[config.mk]
export PLATFORM = sky130hd
export DESIGN_NAME = pid_tracking_antiwindup
export DESIGN_NICKNAME = d
export VERILOG_FILES = /design/src/sv/pta_pkg.sv /design/src/sv/pta_mul.sv /design/src/sv/pta_div.sv /design/src/sv/pta_ctrl.sv /design/src/sv/pid_tracking_antiwindup.sv
export SDC_FILE = /design/constraint.sdc
export NUM_CORES = 2
export LEC_CHECK = 0
export BUFFER_PORTS_ARGS = -buffer_cell sky130_fd_sc_hd__clkbuf_2
export CORE_ASPECT_RATIO = 0.8
export CORE_UTILIZATION = 45
export DETAILED_ROUTE_END_ITERATION = 8
export PLACE_DENSITY_LB_ADDON = 0.25
export SLEW_MARGIN = 20
export SYNTH_ARGS = -nofsm -noshare
export SYNTH_HDL_FRONTEND = slang
export SYNTH_SLANG_ARGS = --single-unit
[constraint.sdc]
create_clock -name clock -period 5.95 [get_ports clock]
set_input_delay 0.2975 -clock clock [delete_from_list [all_inputs] [get_ports clock]]
set_output_delay 0.2975 -clock clock [all_outputs]
set_load 0.02 [all_outputs]
[src/sv/pta_pkg.sv]
`timescale 1ns / 1ps
// ----------------------------------------------------------------------------
// PID tracking controller package
// Shared types, register indexes and widths of the arithmetic units.
// ----------------------------------------------------------------------------
package pta_pkg;

   // Field widths of the stream payloads.
   localparam int DATA_W = 32;
   localparam int STEP_W = 31;
   localparam int WORD_W = 64;

   // Register file indexes.
   localparam int CSR_INDEX_W = 3;
   localparam logic [CSR_INDEX_W-1:0] CSR_PROP_GAIN  = 3'd0;
   localparam logic [CSR_INDEX_W-1:0] CSR_INTEG_GAIN = 3'd1;
   localparam logic [CSR_INDEX_W-1:0] CSR_DERIV_GAIN = 3'd2;
   localparam logic [CSR_INDEX_W-1:0] CSR_OUT_MIN    = 3'd3;
   localparam logic [CSR_INDEX_W-1:0] CSR_OUT_MAX    = 3'd4;

   // Digit-serial multiplier geometry.
   localparam int MUL_WIDE_W   = 64;
   localparam int MUL_NARROW_W = 32;
   localparam int MUL_DIGIT_W  = 8;
   localparam int MUL_STEPS    = MUL_NARROW_W / MUL_DIGIT_W;
   localparam int MUL_CNT_W    = $clog2(MUL_STEPS);

   // Sequencer states.
   typedef enum logic [3:0] {
      ST_IDLE,
      ST_MUL_P,
      ST_MUL_D,
      ST_MUL_E,
      ST_MUL_I,
      ST_SUM,
      ST_SAT_ADD,
      ST_CLAMP,
      ST_DIFF,
      ST_CHECK,
      ST_DIV,
      ST_MUL_T,
      ST_DONE
   } state_type;

   typedef struct packed {
      logic        [STEP_W-1:0] time_step;
      logic signed [DATA_W-1:0] setpoint;
      logic signed [DATA_W-1:0] setpoint_rate;
      logic signed [DATA_W-1:0] measured;
      logic signed [DATA_W-1:0] measured_rate;
   } item_type;

   typedef struct packed {
      logic signed [DATA_W-1:0] prop_gain;
      logic        [STEP_W-1:0] integ_gain;
      logic signed [DATA_W-1:0] deriv_gain;
      logic signed [DATA_W-1:0] out_min;
      logic signed [DATA_W-1:0] out_max;
   } gains_type;

   typedef struct packed {
      logic                     valid;
      logic signed [DATA_W-1:0] drive;
      logic signed [DATA_W-1:0] integral_term;
      logic                     saturated;
   } result_type;

   typedef struct packed {
      logic                    start;
      logic                    neg;
      logic [MUL_WIDE_W-1:0]   wide;
      logic [MUL_NARROW_W-1:0] narrow;
   } mul_cmd_type;

   typedef struct packed {
      logic                     done;
      logic signed [WORD_W-1:0] value;
   } mul_rsp_type;

   typedef struct packed {
      logic              start;
      logic              neg;
      logic [WORD_W-1:0] mag;
      logic [STEP_W-1:0] divisor;
   } div_cmd_type;

   typedef struct packed {
      logic                     done;
      logic signed [WORD_W-1:0] value;
   } div_rsp_type;

endpackage

[src/sv/pta_mul.sv]
`timescale 1ns / 1ps
// ----------------------------------------------------------------------------
// Shared fixed-point multiplier
// Multiplies a 64-bit magnitude by a 32-bit magnitude one byte per cycle,
// then applies the sign, drops the fraction bits rounding toward minus
// infinity and saturates to 64-bit signed.
// ----------------------------------------------------------------------------
module pta_mul
   import pta_pkg::*;
#(
   parameter int FRAC_BITS = 16
) (
   input  logic        clock,
   input  logic        reset,
   input  mul_cmd_type cmd,
   output mul_rsp_type rsp
);

   localparam int PROD_W = MUL_WIDE_W + MUL_NARROW_W;
   localparam int PART_W = MUL_WIDE_W + MUL_DIGIT_W;
   localparam logic signed [PROD_W:0] SAT_HI =
      (PROD_W+1)'(64'h7FFF_FFFF_FFFF_FFFF);
   localparam logic signed [PROD_W:0] SAT_LO = -SAT_HI - 1;

   logic [PROD_W-1:0]       prod_ff, prod_in;
   logic [MUL_WIDE_W-1:0]   wide_ff, wide_in;
   logic [MUL_NARROW_W-1:0] narrow_ff, narrow_in;
   logic                    neg_ff, neg_in;
   logic [MUL_CNT_W-1:0]    cnt_ff, cnt_in;
   logic                    busy_ff, busy_in;
   logic                    fin_ff, fin_in;
   logic                    done_ff, done_in;
   logic signed [WORD_W-1:0] value_ff, value_in;

   logic [PART_W-1:0]       partial;
   logic                    last_step;
   logic signed [PROD_W:0]  prod_signed;
   logic signed [PROD_W:0]  prod_shift;

   // One byte of the narrow operand per cycle, most significant first.
   always_comb begin
      partial   = PART_W'(wide_ff) *
                  PART_W'(narrow_ff[MUL_NARROW_W-1 -: MUL_DIGIT_W]);
      last_step = (cnt_ff == MUL_CNT_W'(MUL_STEPS - 1));
   end

   // Sign, floor shift and saturation of the finished product.
   always_comb begin
      prod_signed = neg_ff ? -$signed({1'b0, prod_ff}) : $signed({1'b0, prod_ff});
      prod_shift  = prod_signed >>> FRAC_BITS;
   end

   // Next values of the operand and product registers.
   always_comb begin
      prod_in   = prod_ff;
      wide_in   = wide_ff;
      narrow_in = narrow_ff;
      neg_in    = neg_ff;
      value_in  = value_ff;
      if (cmd.start) begin
         prod_in   = '0;
         wide_in   = cmd.wide;
         narrow_in = cmd.narrow;
         neg_in    = cmd.neg;
      end else if (busy_ff) begin
         prod_in   = (prod_ff << MUL_DIGIT_W) + PROD_W'(partial);
         narrow_in = narrow_ff << MUL_DIGIT_W;
      end
      if (fin_ff) begin
         if (prod_shift > SAT_HI) begin
            value_in = 64'sh7FFF_FFFF_FFFF_FFFF;
         end else if (prod_shift < SAT_LO) begin
            value_in = 64'sh8000_0000_0000_0000;
         end else begin
            value_in = prod_shift[WORD_W-1:0];
         end
      end
   end

   // Step counter and completion flags.
   always_comb begin
      cnt_in  = cnt_ff;
      busy_in = busy_ff;
      fin_in  = busy_ff && last_step;
      done_in = fin_ff;
      if (cmd.start) begin
         cnt_in  = '0;
         busy_in = 1'b1;
      end else if (busy_ff) begin
         cnt_in = cnt_ff + MUL_CNT_W'(1);
         if (last_step) begin
            busy_in = 1'b0;
         end
      end
   end

   always_ff @(posedge clock) begin
      if (reset) begin
         cnt_ff  <= '0;
         busy_ff <= 1'b0;
         fin_ff  <= 1'b0;
         done_ff <= 1'b0;
      end else begin
         cnt_ff  <= cnt_in;
         busy_ff <= busy_in;
         fin_ff  <= fin_in;
         done_ff <= done_in;
      end
   end

   always_ff @(posedge clock) begin
      prod_ff   <= prod_in;
      wide_ff   <= wide_in;
      narrow_ff <= narrow_in;
      neg_ff    <= neg_in;
      value_ff  <= value_in;
   end

   assign rsp.done  = done_ff;
   assign rsp.value = value_ff;

endmodule

[src/sv/pta_div.sv]
`timescale 1ns / 1ps
// ----------------------------------------------------------------------------
// Integrator trim divider
// Restoring division of (magnitude << FRAC_BITS) by the integral gain, two
// quotient bits per cycle, truncated toward zero and saturated to the
// integrator range.
// ----------------------------------------------------------------------------
module pta_div
   import pta_pkg::*;
#(
   parameter int FRAC_BITS = 16,
   parameter int ACC_WIDTH = 48
) (
   input  logic        clock,
   input  logic        reset,
   input  div_cmd_type cmd,
   output div_rsp_type rsp
);

   localparam int DIV_W     = ((WORD_W + FRAC_BITS + 1) / 2) * 2;
   localparam int DIV_STEPS = DIV_W / 2;
   localparam int DIV_CNT_W = $clog2(DIV_STEPS);
   localparam logic [DIV_W-1:0] Q_POS_LIM =
      DIV_W'((65'd1 << (ACC_WIDTH - 1)) - 65'd1);
   localparam logic [DIV_W-1:0] Q_NEG_LIM = Q_POS_LIM + DIV_W'(1);
   localparam logic signed [WORD_W-1:0] ACC_HI64 =
      WORD_W'((65'd1 << (ACC_WIDTH - 1)) - 65'd1);
   localparam logic signed [WORD_W-1:0] ACC_LO64 = -ACC_HI64 - 64'sd1;

   logic [DIV_W-1:0]     num_ff, num_in;
   logic [DIV_W-1:0]     quo_ff, quo_in;
   logic [STEP_W-1:0]    rem_ff, rem_in;
   logic [STEP_W-1:0]    div_ff, div_in;
   logic                 neg_ff, neg_in;
   logic [DIV_CNT_W-1:0] cnt_ff, cnt_in;
   logic                 busy_ff, busy_in;
   logic                 fin_ff, fin_in;
   logic                 done_ff, done_in;
   logic signed [WORD_W-1:0] value_ff, value_in;

   logic [STEP_W:0] trial_a, trial_b, divisor_ext, rest_a, rest_b;
   logic            take_a, take_b;
   logic            last_step;

   // Two dependent restoring steps on the narrow remainder.
   always_comb begin
      divisor_ext = {1'b0, div_ff};
      trial_a     = {rem_ff, num_ff[DIV_W-1]};
      take_a      = (trial_a >= divisor_ext);
      rest_a      = take_a ? trial_a - divisor_ext : trial_a;
      trial_b     = {rest_a[STEP_W-1:0], num_ff[DIV_W-2]};
      take_b      = (trial_b >= divisor_ext);
      rest_b      = take_b ? trial_b - divisor_ext : trial_b;
      last_step   = (cnt_ff == DIV_CNT_W'(DIV_STEPS - 1));
   end

   // Next values of the dividend, quotient and remainder.
   always_comb begin
      num_in   = num_ff;
      quo_in   = quo_ff;
      rem_in   = rem_ff;
      div_in   = div_ff;
      neg_in   = neg_ff;
      value_in = value_ff;
      if (cmd.start) begin
         num_in = DIV_W'({cmd.mag, {FRAC_BITS{1'b0}}});
         quo_in = '0;
         rem_in = '0;
         div_in = cmd.divisor;
         neg_in = cmd.neg;
      end else if (busy_ff) begin
         num_in = num_ff << 2;
         quo_in = {quo_ff[DIV_W-3:0], take_a, take_b};
         rem_in = rest_b[STEP_W-1:0];
      end
      if (fin_ff) begin
         if (neg_ff) begin
            value_in = (quo_ff > Q_NEG_LIM) ? ACC_LO64 : WORD_W'(~quo_ff + DIV_W'(1));
         end else begin
            value_in = (quo_ff > Q_POS_LIM) ? ACC_HI64 : WORD_W'(quo_ff);
         end
      end
   end

   // Step counter and completion flags.
   always_comb begin
      cnt_in  = cnt_ff;
      busy_in = busy_ff;
      fin_in  = busy_ff && last_step;
      done_in = fin_ff;
      if (cmd.start) begin
         cnt_in  = '0;
         busy_in = 1'b1;
      end else if (busy_ff) begin
         cnt_in = cnt_ff + DIV_CNT_W'(1);
         if (last_step) begin
            busy_in = 1'b0;
         end
      end
   end

   always_ff @(posedge clock) begin
      if (reset) begin
         cnt_ff  <= '0;
         busy_ff <= 1'b0;
         fin_ff  <= 1'b0;
         done_ff <= 1'b0;
      end else begin
         cnt_ff  <= cnt_in;
         busy_ff <= busy_in;
         fin_ff  <= fin_in;
         done_ff <= done_in;
      end
   end

   always_ff @(posedge clock) begin
      num_ff   <= num_in;
      quo_ff   <= quo_in;
      rem_ff   <= rem_in;
      div_ff   <= div_in;
      neg_ff   <= neg_in;
      value_ff <= value_in;
   end

   assign rsp.done  = done_ff;
   assign rsp.value = value_ff;

endmodule

[src/sv/pta_ctrl.sv]
`timescale 1ns / 1ps
// ----------------------------------------------------------------------------
// PID step sequencer
// Holds the integrator and the intermediate terms of one step and walks the
// shared multiplier and the trim divider through the control law.
// ----------------------------------------------------------------------------
module pta_ctrl
   import pta_pkg::*;
#(
   parameter int FRAC_BITS = 16,
   parameter int ACC_WIDTH = 48
) (
   input  logic        clock,
   input  logic        reset,
   input  logic        item_accept,
   input  item_type    item,
   input  gains_type   gains,
   output logic        item_ready,
   output result_type  result,
   input  logic        result_take,
   output mul_cmd_type mul_cmd,
   input  mul_rsp_type mul_rsp,
   output div_cmd_type div_cmd,
   input  div_rsp_type div_rsp
);

   localparam logic [STEP_W-1:0] ONE_Q = STEP_W'(64'd1 << FRAC_BITS);
   localparam logic signed [WORD_W:0] ACC_HI65 =
      (WORD_W+1)'((66'd1 << (ACC_WIDTH - 1)) - 66'd1);
   localparam logic signed [WORD_W:0] ACC_LO65 = -ACC_HI65 - 65'sd1;

   function automatic logic [WORD_W-1:0] mag64(input logic signed [WORD_W-1:0] a);
      return a[WORD_W-1] ? WORD_W'(-a) : WORD_W'(a);
   endfunction

   state_type state_ff, state_in;
   logic      pend_ff, pend_in;

   logic signed [DATA_W:0]    e_ff, e_in;
   logic signed [DATA_W:0]    ed_ff, ed_in;
   logic        [STEP_W-1:0]  dt_ff, dt_in;
   logic signed [ACC_WIDTH-1:0] integ_ff, integ_in;
   logic signed [WORD_W-1:0]  p_ff, p_in;
   logic signed [WORD_W-1:0]  d_ff, d_in;
   logic signed [WORD_W-1:0]  u_ff, u_in;
   logic signed [WORD_W-1:0]  iterm_ff, iterm_in;
   logic signed [WORD_W-1:0]  ui_ff, ui_in;
   logic signed [WORD_W-1:0]  diff_ff, diff_in;
   logic signed [DATA_W-1:0]  usat_ff, usat_in;
   logic                      sat_ff, sat_in;
   logic signed [DATA_W-1:0]  it_ff, it_in;

   logic signed [WORD_W-1:0] integ64, usat64, out_min64, out_max64;
   logic signed [WORD_W:0]   acc_sum, ui_sum;
   logic [DATA_W:0]          e_mag, ed_mag;
   logic [DATA_W-1:0]        pg_mag, dg_mag;
   logic                     integrate, trim, mul_go, div_go;

   // Shared helper terms.
   always_comb begin
      integ64   = WORD_W'(integ_ff);
      e_mag     = e_ff[DATA_W] ? (DATA_W+1)'(-e_ff) : (DATA_W+1)'(e_ff);
      ed_mag    = ed_ff[DATA_W] ? (DATA_W+1)'(-ed_ff) : (DATA_W+1)'(ed_ff);
      pg_mag    = gains.prop_gain[DATA_W-1] ? DATA_W'(-gains.prop_gain)
                                            : DATA_W'(gains.prop_gain);
      dg_mag    = gains.deriv_gain[DATA_W-1] ? DATA_W'(-gains.deriv_gain)
                                             : DATA_W'(gains.deriv_gain);
      out_min64 = WORD_W'(gains.out_min);
      out_max64 = WORD_W'(gains.out_max);
      integrate = (dt_ff != '0) && (gains.integ_gain != '0);
      trim      = sat_ff && (gains.integ_gain != '0) && (mag64(iterm_ff) > mag64(diff_ff));
      mul_go    = !pend_ff && !mul_rsp.done;
      div_go    = !pend_ff && !div_rsp.done;
   end

   // Next state.
   always_comb begin
      state_in = state_ff;
      case (state_ff)
         ST_IDLE: begin
            if (item_accept) state_in = ST_MUL_P;
         end
         ST_MUL_P: begin
            if (mul_rsp.done) state_in = ST_MUL_D;
         end
         ST_MUL_D: begin
            if (mul_rsp.done) state_in = integrate ? ST_MUL_E : ST_SUM;
         end
         ST_MUL_E: begin
            if (mul_rsp.done) state_in = ST_MUL_I;
         end
         ST_MUL_I: begin
            if (mul_rsp.done) state_in = ST_SUM;
         end
         ST_SUM:     state_in = ST_SAT_ADD;
         ST_SAT_ADD: state_in = ST_CLAMP;
         ST_CLAMP:   state_in = ST_DIFF;
         ST_DIFF:    state_in = ST_CHECK;
         ST_CHECK: begin
            state_in = trim ? ST_DIV : ST_MUL_T;
         end
         ST_DIV: begin
            if (div_rsp.done) state_in = ST_MUL_T;
         end
         ST_MUL_T: begin
            if (mul_rsp.done) state_in = ST_DONE;
         end
         ST_DONE: begin
            if (result_take) state_in = ST_IDLE;
         end
         default: state_in = ST_IDLE;
      endcase
   end

   // Unit commands and handshake outputs.
   always_comb begin
      mul_cmd              = '0;
      div_cmd              = '0;
      item_ready           = 1'b0;
      result.valid         = 1'b0;
      result.drive         = usat_ff;
      result.integral_term = it_ff;
      result.saturated     = sat_ff;
      case (state_ff)
         ST_IDLE: begin
            item_ready = 1'b1;
         end
         ST_MUL_P: begin
            mul_cmd.start  = mul_go;
            mul_cmd.neg    = gains.prop_gain[DATA_W-1] ^ e_ff[DATA_W];
            mul_cmd.wide   = MUL_WIDE_W'(e_mag);
            mul_cmd.narrow = pg_mag;
         end
         ST_MUL_D: begin
            mul_cmd.start  = mul_go;
            mul_cmd.neg    = gains.deriv_gain[DATA_W-1] ^ ed_ff[DATA_W];
            mul_cmd.wide   = MUL_WIDE_W'(ed_mag);
            mul_cmd.narrow = dg_mag;
         end
         ST_MUL_E: begin
            mul_cmd.start  = mul_go;
            mul_cmd.neg    = e_ff[DATA_W];
            mul_cmd.wide   = MUL_WIDE_W'(e_mag);
            mul_cmd.narrow = MUL_NARROW_W'(dt_ff);
         end
         ST_MUL_I, ST_MUL_T: begin
            mul_cmd.start  = mul_go;
            mul_cmd.neg    = integ64[WORD_W-1];
            mul_cmd.wide   = mag64(integ64);
            mul_cmd.narrow = MUL_NARROW_W'(gains.integ_gain);
         end
         ST_DIV: begin
            div_cmd.start   = div_go;
            div_cmd.neg     = diff_ff[WORD_W-1];
            div_cmd.mag     = mag64(diff_ff);
            div_cmd.divisor = gains.integ_gain;
         end
         ST_DONE: begin
            result.valid = 1'b1;
         end
         default: begin
            item_ready = 1'b0;
         end
      endcase
   end

   // Outstanding unit request.
   always_comb begin
      pend_in = pend_ff;
      if (mul_cmd.start || div_cmd.start) begin
         pend_in = 1'b1;
      end else if (mul_rsp.done || div_rsp.done) begin
         pend_in = 1'b0;
      end
   end

   // Saturating sums of the integrator update and of the controller output.
   always_comb begin
      acc_sum = (WORD_W+1)'(integ64) + (WORD_W+1)'(mul_rsp.value);
      ui_sum  = (WORD_W+1)'(u_ff) + (WORD_W+1)'(iterm_ff);
      if (ui_ff > out_max64) begin
         usat64 = out_max64;
      end else if (ui_ff < out_min64) begin
         usat64 = out_min64;
      end else begin
         usat64 = ui_ff;
      end
   end

   // Datapath register updates.
   always_comb begin
      e_in     = e_ff;
      ed_in    = ed_ff;
      dt_in    = dt_ff;
      integ_in = integ_ff;
      p_in     = p_ff;
      d_in     = d_ff;
      u_in     = u_ff;
      iterm_in = iterm_ff;
      ui_in    = ui_ff;
      diff_in  = diff_ff;
      usat_in  = usat_ff;
      sat_in   = sat_ff;
      it_in    = it_ff;
      case (state_ff)
         ST_IDLE: begin
            if (item_accept) begin
               e_in     = (DATA_W+1)'(item.setpoint) - (DATA_W+1)'(item.measured);
               ed_in    = (DATA_W+1)'(item.setpoint_rate) - (DATA_W+1)'(item.measured_rate);
               iterm_in = '0;
               // A stale step drops the integrator and integrates nothing.
               if (item.time_step > ONE_Q) begin
                  dt_in    = '0;
                  integ_in = '0;
               end else begin
                  dt_in = item.time_step;
               end
            end
         end
         ST_MUL_P: begin
            if (mul_rsp.done) p_in = mul_rsp.value;
         end
         ST_MUL_D: begin
            if (mul_rsp.done) d_in = mul_rsp.value;
         end
         ST_MUL_E: begin
            if (mul_rsp.done) begin
               if (acc_sum > ACC_HI65) begin
                  integ_in = ACC_WIDTH'(ACC_HI65);
               end else if (acc_sum < ACC_LO65) begin
                  integ_in = ACC_WIDTH'(ACC_LO65);
               end else begin
                  integ_in = ACC_WIDTH'(acc_sum);
               end
            end
         end
         ST_MUL_I: begin
            if (mul_rsp.done) iterm_in = mul_rsp.value;
         end
         ST_SUM: begin
            u_in = p_ff + d_ff;
         end
         ST_SAT_ADD: begin
            if (ui_sum[WORD_W] != ui_sum[WORD_W-1]) begin
               ui_in = ui_sum[WORD_W] ? 64'sh8000_0000_0000_0000
                                      : 64'sh7FFF_FFFF_FFFF_FFFF;
            end else begin
               ui_in = ui_sum[WORD_W-1:0];
            end
         end
         ST_CLAMP: begin
            usat_in = usat64[DATA_W-1:0];
            sat_in  = (usat64 != ui_ff);
         end
         ST_DIFF: begin
            diff_in = WORD_W'(usat_ff) - u_ff;
         end
         ST_DIV: begin
            if (div_rsp.done) integ_in = ACC_WIDTH'(div_rsp.value);
         end
         ST_MUL_T: begin
            if (mul_rsp.done) begin
               if (mul_rsp.value[WORD_W-1:DATA_W-1] ==
                   {(WORD_W-DATA_W+1){mul_rsp.value[WORD_W-1]}}) begin
                  it_in = mul_rsp.value[DATA_W-1:0];
               end else begin
                  it_in = mul_rsp.value[WORD_W-1] ? 32'sh8000_0000 : 32'sh7FFF_FFFF;
               end
            end
         end
         default: begin
            it_in = it_ff;
         end
      endcase
   end

   always_ff @(posedge clock) begin
      if (reset) begin
         state_ff <= ST_IDLE;
         pend_ff  <= 1'b0;
         integ_ff <= '0;
      end else begin
         state_ff <= state_in;
         pend_ff  <= pend_in;
         integ_ff <= integ_in;
      end
   end

   always_ff @(posedge clock) begin
      e_ff     <= e_in;
      ed_ff    <= ed_in;
      dt_ff    <= dt_in;
      p_ff     <= p_in;
      d_ff     <= d_in;
      u_ff     <= u_in;
      iterm_ff <= iterm_in;
      ui_ff    <= ui_in;
      diff_ff  <= diff_in;
      usat_ff  <= usat_in;
      sat_ff   <= sat_in;
      it_ff    <= it_in;
   end

   // A unit only reports back on a request this sequencer made.
   assert property (@(posedge clock) disable iff (reset) mul_rsp.done |-> pend_ff)
      else $error("multiplier finished without a pending request");

   assert property (@(posedge clock) disable iff (reset)
      div_rsp.done |-> (state_ff == ST_DIV))
      else $error("divider finished outside the trim state");

   // No unit is busy for this sequencer once it is ready for a new beat.
   assert property (@(posedge clock) disable iff (reset) item_ready |-> !pend_ff)
      else $error("ready for a new beat with a unit request outstanding");

endmodule

[src/sv/pid_tracking_antiwindup.sv]
`timescale 1ns / 1ps
// ----------------------------------------------------------------------------
// PID tracking controller with anti-windup clamping
// Channel | Direction | Handshake                | Payload
// req     | in        | req_tvalid / req_tready  | req_tdata: time_step, setpoint,
//         |           |                          |   setpoint_rate, measured, measured_rate
// rsp     | out       | rsp_tvalid / rsp_tready  | rsp_tdata: drive, integral_term;
//         |           |                          |   rsp_tuser: saturated
// csr     | in        | csr_valid / csr_ready    | csr_index, csr_data
//
// A beat runs the proportional and derivative products, the integrator products
// when the integrator runs, and a trim division when the integrator is trimmed,
// on the shared byte-serial multiplier and the two-bit per cycle divider. The
// sequencer passes through idle between beats.
// Reset is synchronous and clears the gains, limits and integrator to zero.
// A stalled result waits in the output register while the next beat runs.
// ----------------------------------------------------------------------------
module pid_tracking_antiwindup
   import pta_pkg::*;
#(
   parameter int FRAC_BITS = 16,
   parameter int ACC_WIDTH = 48
) (
   input  logic                   clock,
   input  logic                   reset,
   // req_tdata, from bit 0: time_step[30:0], setpoint[62:31],
   // setpoint_rate[94:63], measured[126:95], measured_rate[158:127], zero pad
   input  logic                   req_tvalid,
   output logic                   req_tready,
   input  logic [159:0]           req_tdata,
   // rsp_tdata, from bit 0: drive[31:0], integral_term[63:32]
   output logic                   rsp_tvalid,
   input  logic                   rsp_tready,
   output logic [63:0]            rsp_tdata,
   // rsp_tuser, from bit 0: saturated
   output logic                   rsp_tuser,
   input  logic                   csr_valid,
   output logic                   csr_ready,
   input  logic [CSR_INDEX_W-1:0] csr_index,
   input  logic [DATA_W-1:0]      csr_data
);

   gains_type   gains_ff, gains_in;
   item_type    item;
   result_type  result;
   mul_cmd_type mul_cmd;
   mul_rsp_type mul_rsp;
   div_cmd_type div_cmd;
   div_rsp_type div_rsp;

   logic        item_ready, req_beat, rsp_load;
   logic        rsp_tvalid_ff, rsp_tvalid_in;
   logic [63:0] rsp_tdata_ff, rsp_tdata_in;
   logic        rsp_tuser_ff, rsp_tuser_in;

   // Register file writes; unknown indexes are dropped.
   always_comb begin
      gains_in = gains_ff;
      if (csr_valid && csr_ready) begin
         case (csr_index)
            CSR_PROP_GAIN:  gains_in.prop_gain  = csr_data;
            CSR_INTEG_GAIN: gains_in.integ_gain = csr_data[STEP_W-1:0];
            CSR_DERIV_GAIN: gains_in.deriv_gain = csr_data;
            CSR_OUT_MIN:    gains_in.out_min    = csr_data;
            CSR_OUT_MAX:    gains_in.out_max    = csr_data;
            default:        gains_in = gains_ff;
         endcase
      end
   end

   assign csr_ready = 1'b1;

   // Unpack the request beat.
   always_comb begin
      item.time_step     = req_tdata[30:0];
      item.setpoint      = req_tdata[62:31];
      item.setpoint_rate = req_tdata[94:63];
      item.measured      = req_tdata[126:95];
      item.measured_rate = req_tdata[158:127];
   end

   assign req_tready = item_ready;
   assign req_beat   = req_tvalid && req_tready;

   pta_ctrl #(
      .FRAC_BITS (FRAC_BITS),
      .ACC_WIDTH (ACC_WIDTH)
   ) u_ctrl (
      .clock       (clock),
      .reset       (reset),
      .item_accept (req_beat),
      .item        (item),
      .gains       (gains_ff),
      .item_ready  (item_ready),
      .result      (result),
      .result_take (rsp_load),
      .mul_cmd     (mul_cmd),
      .mul_rsp     (mul_rsp),
      .div_cmd     (div_cmd),
      .div_rsp     (div_rsp)
   );

   pta_mul #(
      .FRAC_BITS (FRAC_BITS)
   ) u_mul (
      .clock (clock),
      .reset (reset),
      .cmd   (mul_cmd),
      .rsp   (mul_rsp)
   );

   pta_div #(
      .FRAC_BITS (FRAC_BITS),
      .ACC_WIDTH (ACC_WIDTH)
   ) u_div (
      .clock (clock),
      .reset (reset),
      .cmd   (div_cmd),
      .rsp   (div_rsp)
   );

   // Output register: loads a finished step whenever it is empty or draining.
   always_comb begin
      rsp_load      = result.valid && (!rsp_tvalid_ff || rsp_tready);
      rsp_tvalid_in = rsp_tvalid_ff;
      rsp_tdata_in  = rsp_tdata_ff;
      rsp_tuser_in  = rsp_tuser_ff;
      if (rsp_load) begin
         rsp_tvalid_in = 1'b1;
         rsp_tdata_in  = {result.integral_term, result.drive};
         rsp_tuser_in  = result.saturated;
      end else if (rsp_tready) begin
         rsp_tvalid_in = 1'b0;
      end
   end

   always_ff @(posedge clock) begin
      if (reset) begin
         gains_ff      <= '0;
         rsp_tvalid_ff <= 1'b0;
      end else begin
         gains_ff      <= gains_in;
         rsp_tvalid_ff <= rsp_tvalid_in;
      end
   end

   always_ff @(posedge clock) begin
      rsp_tdata_ff <= rsp_tdata_in;
      rsp_tuser_ff <= rsp_tuser_in;
   end

   assign rsp_tvalid = rsp_tvalid_ff;
   assign rsp_tdata  = rsp_tdata_ff;
   assign rsp_tuser  = rsp_tuser_ff;

   // A step holds the sequencer out of idle, so the input closes right after a beat.
   assert property (@(posedge clock) disable iff (reset) req_beat |=> !req_tready)
      else $error("request accepted on consecutive cycles");

   // A clamped output sits on one of the two limits.
   assert property (@(posedge clock) disable iff (reset)
      (rsp_tvalid && rsp_tuser) |->
         (rsp_tdata[31:0] == gains_ff.out_max) || (rsp_tdata[31:0] == gains_ff.out_min))
      else $error("saturated output off both limits");

   // A finished step is only taken into an output register that is free or draining.
   assert property (@(posedge clock) disable iff (reset)
      rsp_load |-> (!rsp_tvalid || rsp_tready))
      else $error("output register overwritten");

endmodule

Yosys cells after proc, flatten, opt, wreduce, memory -nomap -nowiden
Cells that the tools add are included.

Bits in registers: 1350. Bits of input ports: 200. Output and inout bits: 68. Logic and storage cells: 208.

Add/sub/neg operators: 20. Multiply operators: 1. Order comparisons: 12. Equal/unequal tests: 30. Muxes and demuxes: 59. Bitwise gates (word level): 3. Reduce and logical (&&, ||, !) cells: 41.

Operator list (count): $mux 64 (10); $mux 48 (9); $pmux 98 s4 (1); $mux 97 (2); $mux 32 (6); $mux 80 (2); $pmux 48 s3 (1); $neg 64->64 (2); $pmux 64 s2 (1); $neg 96->97 (1); $add 96x72->96 (1); $gt 81x64->1 const B (1); $lt 81x64->1 const B (1); $gt 80x47->1 const B (1); $gt 80x48->1 const B (1); $mul 64x8->72 (1); $mux 33 (2); $neg 33->33 (2); $sub 32x32->33 (2); $add 48x64->65 (1); $add 64x64->65 (1); $gt 65x48->1 const B (1); $lt 65x48->1 const B (1); $add 64x64->64 (1); 46 further kinds (114).

Longest topological paths before layout
Word-level depth: 6. Depth in mapped cells: 31. Depth with buffers taken out: 27.

Hierarchy
Synthesis repeated with hierarchy kept, for this count alone.

Cells, all modules: 11016. Area total of the unflattened synthesis: 105018.2 um^2.

Modules (own cells, without submodules): pta_ctrl (times used 1, cells each 5621, area each 51290.4 um^2, seq. area each 17456.7 um^2); pta_mul (times used 1, cells each 3200, area each 29889.9 um^2, seq. area each 6856.6 um^2); pta_div (times used 1, cells each 1566, area each 15597.5 um^2, seq. area each 7206.9 um^2); pid_tracking_antiwindup (times used 1, cells each 629, area each 8240.4 um^2, seq. area each 5154.9 um^2).

Worst setup path after synthesis
OpenSTA, ideal clock, no wires.

Path type: register to register. From: register u_ctrl.diff_ff[8]. To: register u_ctrl.state_ff[0]. Setup time: 0.076 ns. Arrival time: 6.301 ns. Required time: 5.874 ns. Setup slack: -0.427 ns. Cell stages (with the launch flop): 25. Path buffers: 0. Period minus slack after synthesis: 6.377 ns. Cells stage by stage: edfxtp_1 or4_4 or3_4 or4_4 or4_4 or4_4 or4_4 or3_4 or4_4 or4_4 o21ai_0 xor2_1 ha_1 a21o_1 a21o_1 a21o_1 a21oi_1 nor2b_1 o21ai_0 nand2b_1 a221oi_1 nand2_1 nand2_1 a31oi_1 o22ai_1.

Word-level cells in the longest chain between the ends: 6.

Ends and longest elaborated chain: from (decl) (RTL line pta_ctrl.sv:48) `logic signed [WORD_W-1:0] diff_ff, diff_in;`; from (signal assigned) (RTL line pta_ctrl.sv:298) `diff_ff <= diff_in;`; $neg 64->64 (RTL line pta_ctrl.sv:33) `return a[WORD_W-1] ? WORD_W'(-a) : WORD_W'(a);`; $mux 64 (*) (RTL line pta_ctrl.sv:33); $gt 64x64->1 (*) (RTL line pta_ctrl.sv:71) `trim = sat_ff && (gains.integ_gain != '0) && (mag64(iterm_ff) > mag64(diff_ff));`; $logic_and 1x1->1 (*) (RTL line pta_ctrl.sv:71); $mux 1 (*) (RTL line pta_ctrl.sv:100) `state_in = trim ? ST_DIV : ST_MUL_T;`; $pmux 4 s13 (*) (RTL line pta_ctrl.sv:79) `case (state_ff)`; to (signal assigned) (RTL line pta_ctrl.sv:283) `state_ff <= state_in;`; to (decl) (RTL line pta_ctrl.sv:36) `state_type state_ff, state_in;`.

Mark *: on every way between the ends. The rest lies on a longest branch, timed or not. A chain may end at the register's enable or synchronous reset.

Worst setup path in the final report
From: register u_ctrl.diff_ff[9]. To: register u_ctrl.state_ff[0].

Same word-level chain as after synthesis.

==> results.sh <==
export IMPL_wl_per_cell_um=22.5
export IMPL_grt_max_degree=161
export IMPL_die_height_um=427
export IMPL_ys_ff_latch=1350
export IMPL_start_util=0.454
export IMPL_vias=87100
export IMPL_nNetsFinal=13000
export IMPL_crit_start="u_ctrl.diff_ff[9]"
export IMPL_hold_path_class="input port to register"
export IMPL_largest_reg_flops=159
export IMPL_grt_util_met3=0.0442
export IMPL_reg_top3="gains_ff: 159 flops, u_mul.prod_ff: 96 flops, u_div.quo_ff: 80 flops"
export IMPL_via_per_inst=5.87
export IMPL_cp_num_buf_inv=2
export IMPL_cp_depth=22
export IMPL_synth_cells=10900
export IMPL_violations="design-rule violations, negative setup slack"
export IMPL_synth_cell_area_um2=102000
export IMPL_yosysSeqAreaShare=0.356
export IMPL_syn_avg_cell_area_um2=9.31
export IMPL_max_stage_delay_ps=550
export IMPL_rsz0062_at_grt="yes"
export IMPL_slew_headroom=0.225
export IMPL_synth_top_area_cell="edfxtp_1"
export IMPL_worstPathCellList="or4_4 -> or3_4 -> or4_4 -> or4_4 -> or4_4 -> or4_4 -> or3_4 -> or4_4 -> or4_4 -> buf_4 -> o31ai_2 -> xor2_1 -> ha_1 -> a21o_1 -> a21oi_1 -> o21ai_0 -> a221oi_2 -> buf_4 -> nand2_2 -> nand2_1 -> a31oi_1 -> o22ai_1"
export IMPL_postRouteAntennaNets=0
export IMPL_crit_path_top_delay_cell="or4_4"
export IMPL_yosysWarningCount=0
export IMPL_layout_drive_gt1_share=0.138
export IMPL_min_period_over_period=1.13
export IMPL_htree_levels=4
export IMPL_clock_sinks=1350
export IMPL_slew_violations=0
export IMPL_firstDrtPassIters=9
export IMPL_place_hpwl_mm=254
export IMPL_fmax_mhz=149
export IMPL_cts_buffers=158
export IMPL_met2_usage=0.438
export IMPL_r2r_end="u_ctrl.state_ff[0]"
export IMPL_clockBufferDepth=4
export IMPL_clk_pin_slew_worst_paths_ps=60
export IMPL_ff2ff_setup_slack_ps=-770
export IMPL_endpoint="u_ctrl.state_ff[0]"
export IMPL_skew_ps=51.8
export IMPL_cp_arrival_ps=7460
export IMPL_grt_pass1_vias=83100
export IMPL_cpLargestDelayFamily="simple AND/OR/NAND/NOR gates"
export IMPL_clk_latency_ps=860
export IMPL_final_core_util=0.536
export IMPL_ios=268
export IMPL_synth_edff_count=916
export IMPL_area_growth_pct=18.0
export IMPL_drc=4
export IMPL_synth_top_cell_area_share=0.271
export IMPL_n_fill_cell=20000
export IMPL_wl_mm=334
export IMPL_outcome="finished with violations"
export IMPL_cp_common_cell="or4_4"
export IMPL_ys_types=87
export IMPL_io_buffers=265
export IMPL_worstSetupPathType="register to register"
export IMPL_core_area_um2=224000
export IMPL_globalplace_congestion=0.989
export IMPL_clock_root_buffer="clkbuf_16"
export IMPL_worst_slew_pin_slew_ps=1160
export IMPL_start_kind="register"
export IMPL_first_iter_violations=8974
export IMPL_dieArea_um2=228000
export IMPL_busiest_layer="met2"
export IMPL_grt_pass1_wl_mm=503
export IMPL_hold_viol_final=0
export IMPL_async_flop_share=0
export IMPL_setup_viol=41
export IMPL_finalNonFillerCells=14800
export IMPL_maxCapViolCount=0
export IMPL_reg2reg_from="u_ctrl.diff_ff[9]"
export IMPL_layout_min_cycle_time_ps=6720
export IMPL_crit_path_max_fanout=4
export IMPL_fin_ws_ps=-766
export IMPL_fp_row_count=155
export IMPL_grt_overflow=0
export IMPL_crit_required_ps=6700
export IMPL_crit_path_end_kind="register"
export IMPL_die_w_um=533
export IMPL_ys_flop_type="edfxtp_1"
export IMPL_synth_area_leaders="edfxtp_1, fa_1, dfxtp_1, ha_1, xnor2_1"
export IMPL_cts_tree="built"
export IMPL_use_met1=0.411
export IMPL_antenna_found_initial=10
export IMPL_placed_cells=14300
export IMPL_grt_usage=0.285
export IMPL_rr_worst_depth=22
export IMPL_largest_register="gains_ff"
==> cell type report <==
type | count | area, um2 | area share
antenna | 4 | 10.0 | 0.0000835
clock buffer | 198 | 4250 | 0.0355
clock inverter | 79 | 822 | 0.00686
inverter | 890 | 3350 | 0.0279
multi-input combinational | 8227 | 62600 | 0.523
sequential | 1350 | 36200 | 0.302
tap | 2983 | 3730 | 0.0311
timing repair buffer | 1098 | 8840 | 0.0738
==> repair_timing <==
item | 4_1_cts | 5_1_grt
pin swaps | 186 | 256
setup endpoints to repair | 86 | 119
hold buffers | 142 | 0
setup buffers | 58 | 59
cloned | 8 | 8
resized for setup | 273 | 284
hold endpoints to repair | 237 | 0
==> worst reg2reg max path, delay by kind of cell (launching register included) <==
family	cells	cell delay, ps
AOI/OAI and AO/OA	7	1110
xor gates and xnor gates	1	310
adders and majority gates	1	300
buffers and inverters	2	370
DFF	1	380
and+or+nand+nor	11	4190
==> metrics by stage <==
step / instance area, um2 / worst slack, ps / hold slack (ps) / setup TNS [ps]
4_1_cts: 118000 / -836 / 0.555 / -8880
5_1_grt: 120000 / -945 / 36.0 / -20990
6_report: 120000 / -766 / 52.2 / -10080
3_3_place_gp: 110000 / -1110 / 405 / -36860
2_1_floorplan: 102000 / -257 / 400 / -257
3_5_place_dp: 110000 / -977 / 405 / -38100
==> how the worst min path moves through the flow <==
stage / from / endpoint / slack [ps] / depth (start not counted)
2_1_floorplan: u_ctrl.it_ff[0] / rsp_tdata[32] / 400 / 0
3_3_place_gp: u_ctrl.it_ff[2] / rsp_tdata[34] / 410 / 0
3_5_place_dp: u_ctrl.it_ff[9] / rsp_tdata[41] / 410 / 0
4_1_cts: req_tdata[146] / u_ctrl.ed_ff[20] / 0.6 / 5
5_1_grt: req_tdata[37] / u_ctrl.e_ff[6] / 40 / 3
6_report: req_tdata[90] / u_ctrl.ed_ff[27] / 50 / 3
==> metal layers <==
layer,vias to the layer above,wire [um]
met3,531,27400
met2,3571,145000
met1,42600,150000
li1,40300,-
met4,6,10900
met5,-,35
==> synthesized netlist by cell type (all sizes together) (67+ instances only) <==
| master | count |
|---|---|
| nor3 | 138 |
| xor2 | 324 |
| dfxtp | 434 |
| nand2 | 1176 |
| o21ai | 702 |
| mux2i | 202 |
| clkbuf | 435 |
| and2 | 490 |
| o31ai | 122 |
| a21o | 376 |
| nand3 | 123 |
| nand2b | 86 |
| o21a | 67 |
| nor4 | 103 |
| o21bai | 83 |
| nor2 | 554 |
| a31oi | 83 |
| inv | 887 |
| o221ai | 74 |
| nor2b | 76 |
| or3 | 97 |
| edfxtp | 916 |
| nand4 | 176 |
| ha | 681 |
| fa | 443 |
| xnor2 | 506 |
| a21oi | 781 |
| and3 | 128 |
==> placed cells by master (no fill, tap or decap), types with 429 or more instances in the layout <==
| cell type | Yosys | layout |
|---|---|---|
| inv_1 | 887 | 861 |
| o21ai_0 | 699 | 627 |
| edfxtp_1 | 916 | 916 |
| nand2_1 | 1176 | 1152 |
| dfxtp_1 | 434 | 429 |
| nor2_1 | 554 | 532 |
| a21oi_1 | 781 | 731 |
| xnor2_1 | 506 | 502 |
| buf_4 | 1 | 590 |
| and2_1 | 490 | 468 |
| ha_1 | 681 | 639 |
==> cells by family (layout without fill, tap and decap cells) <==
kind of cell,Yosys count,count (layout),share of synthesized area
and+or+nand+nor,3318,3318,0.161
AOI/OAI and AO/OA,2718,2718,0.169
buffers and inverters,1358,2265,0.0503
DFF,1350,1350,0.356
adders and majority gates,1124,1124,0.171
xor gates and xnor gates,830,830,0.0716
muxes,206,206,0.0204
other,2,35,0.0000739
Power is not shown: default switching activity piles up to over one toggle a cycle in this logic, so the estimate is an artifact.
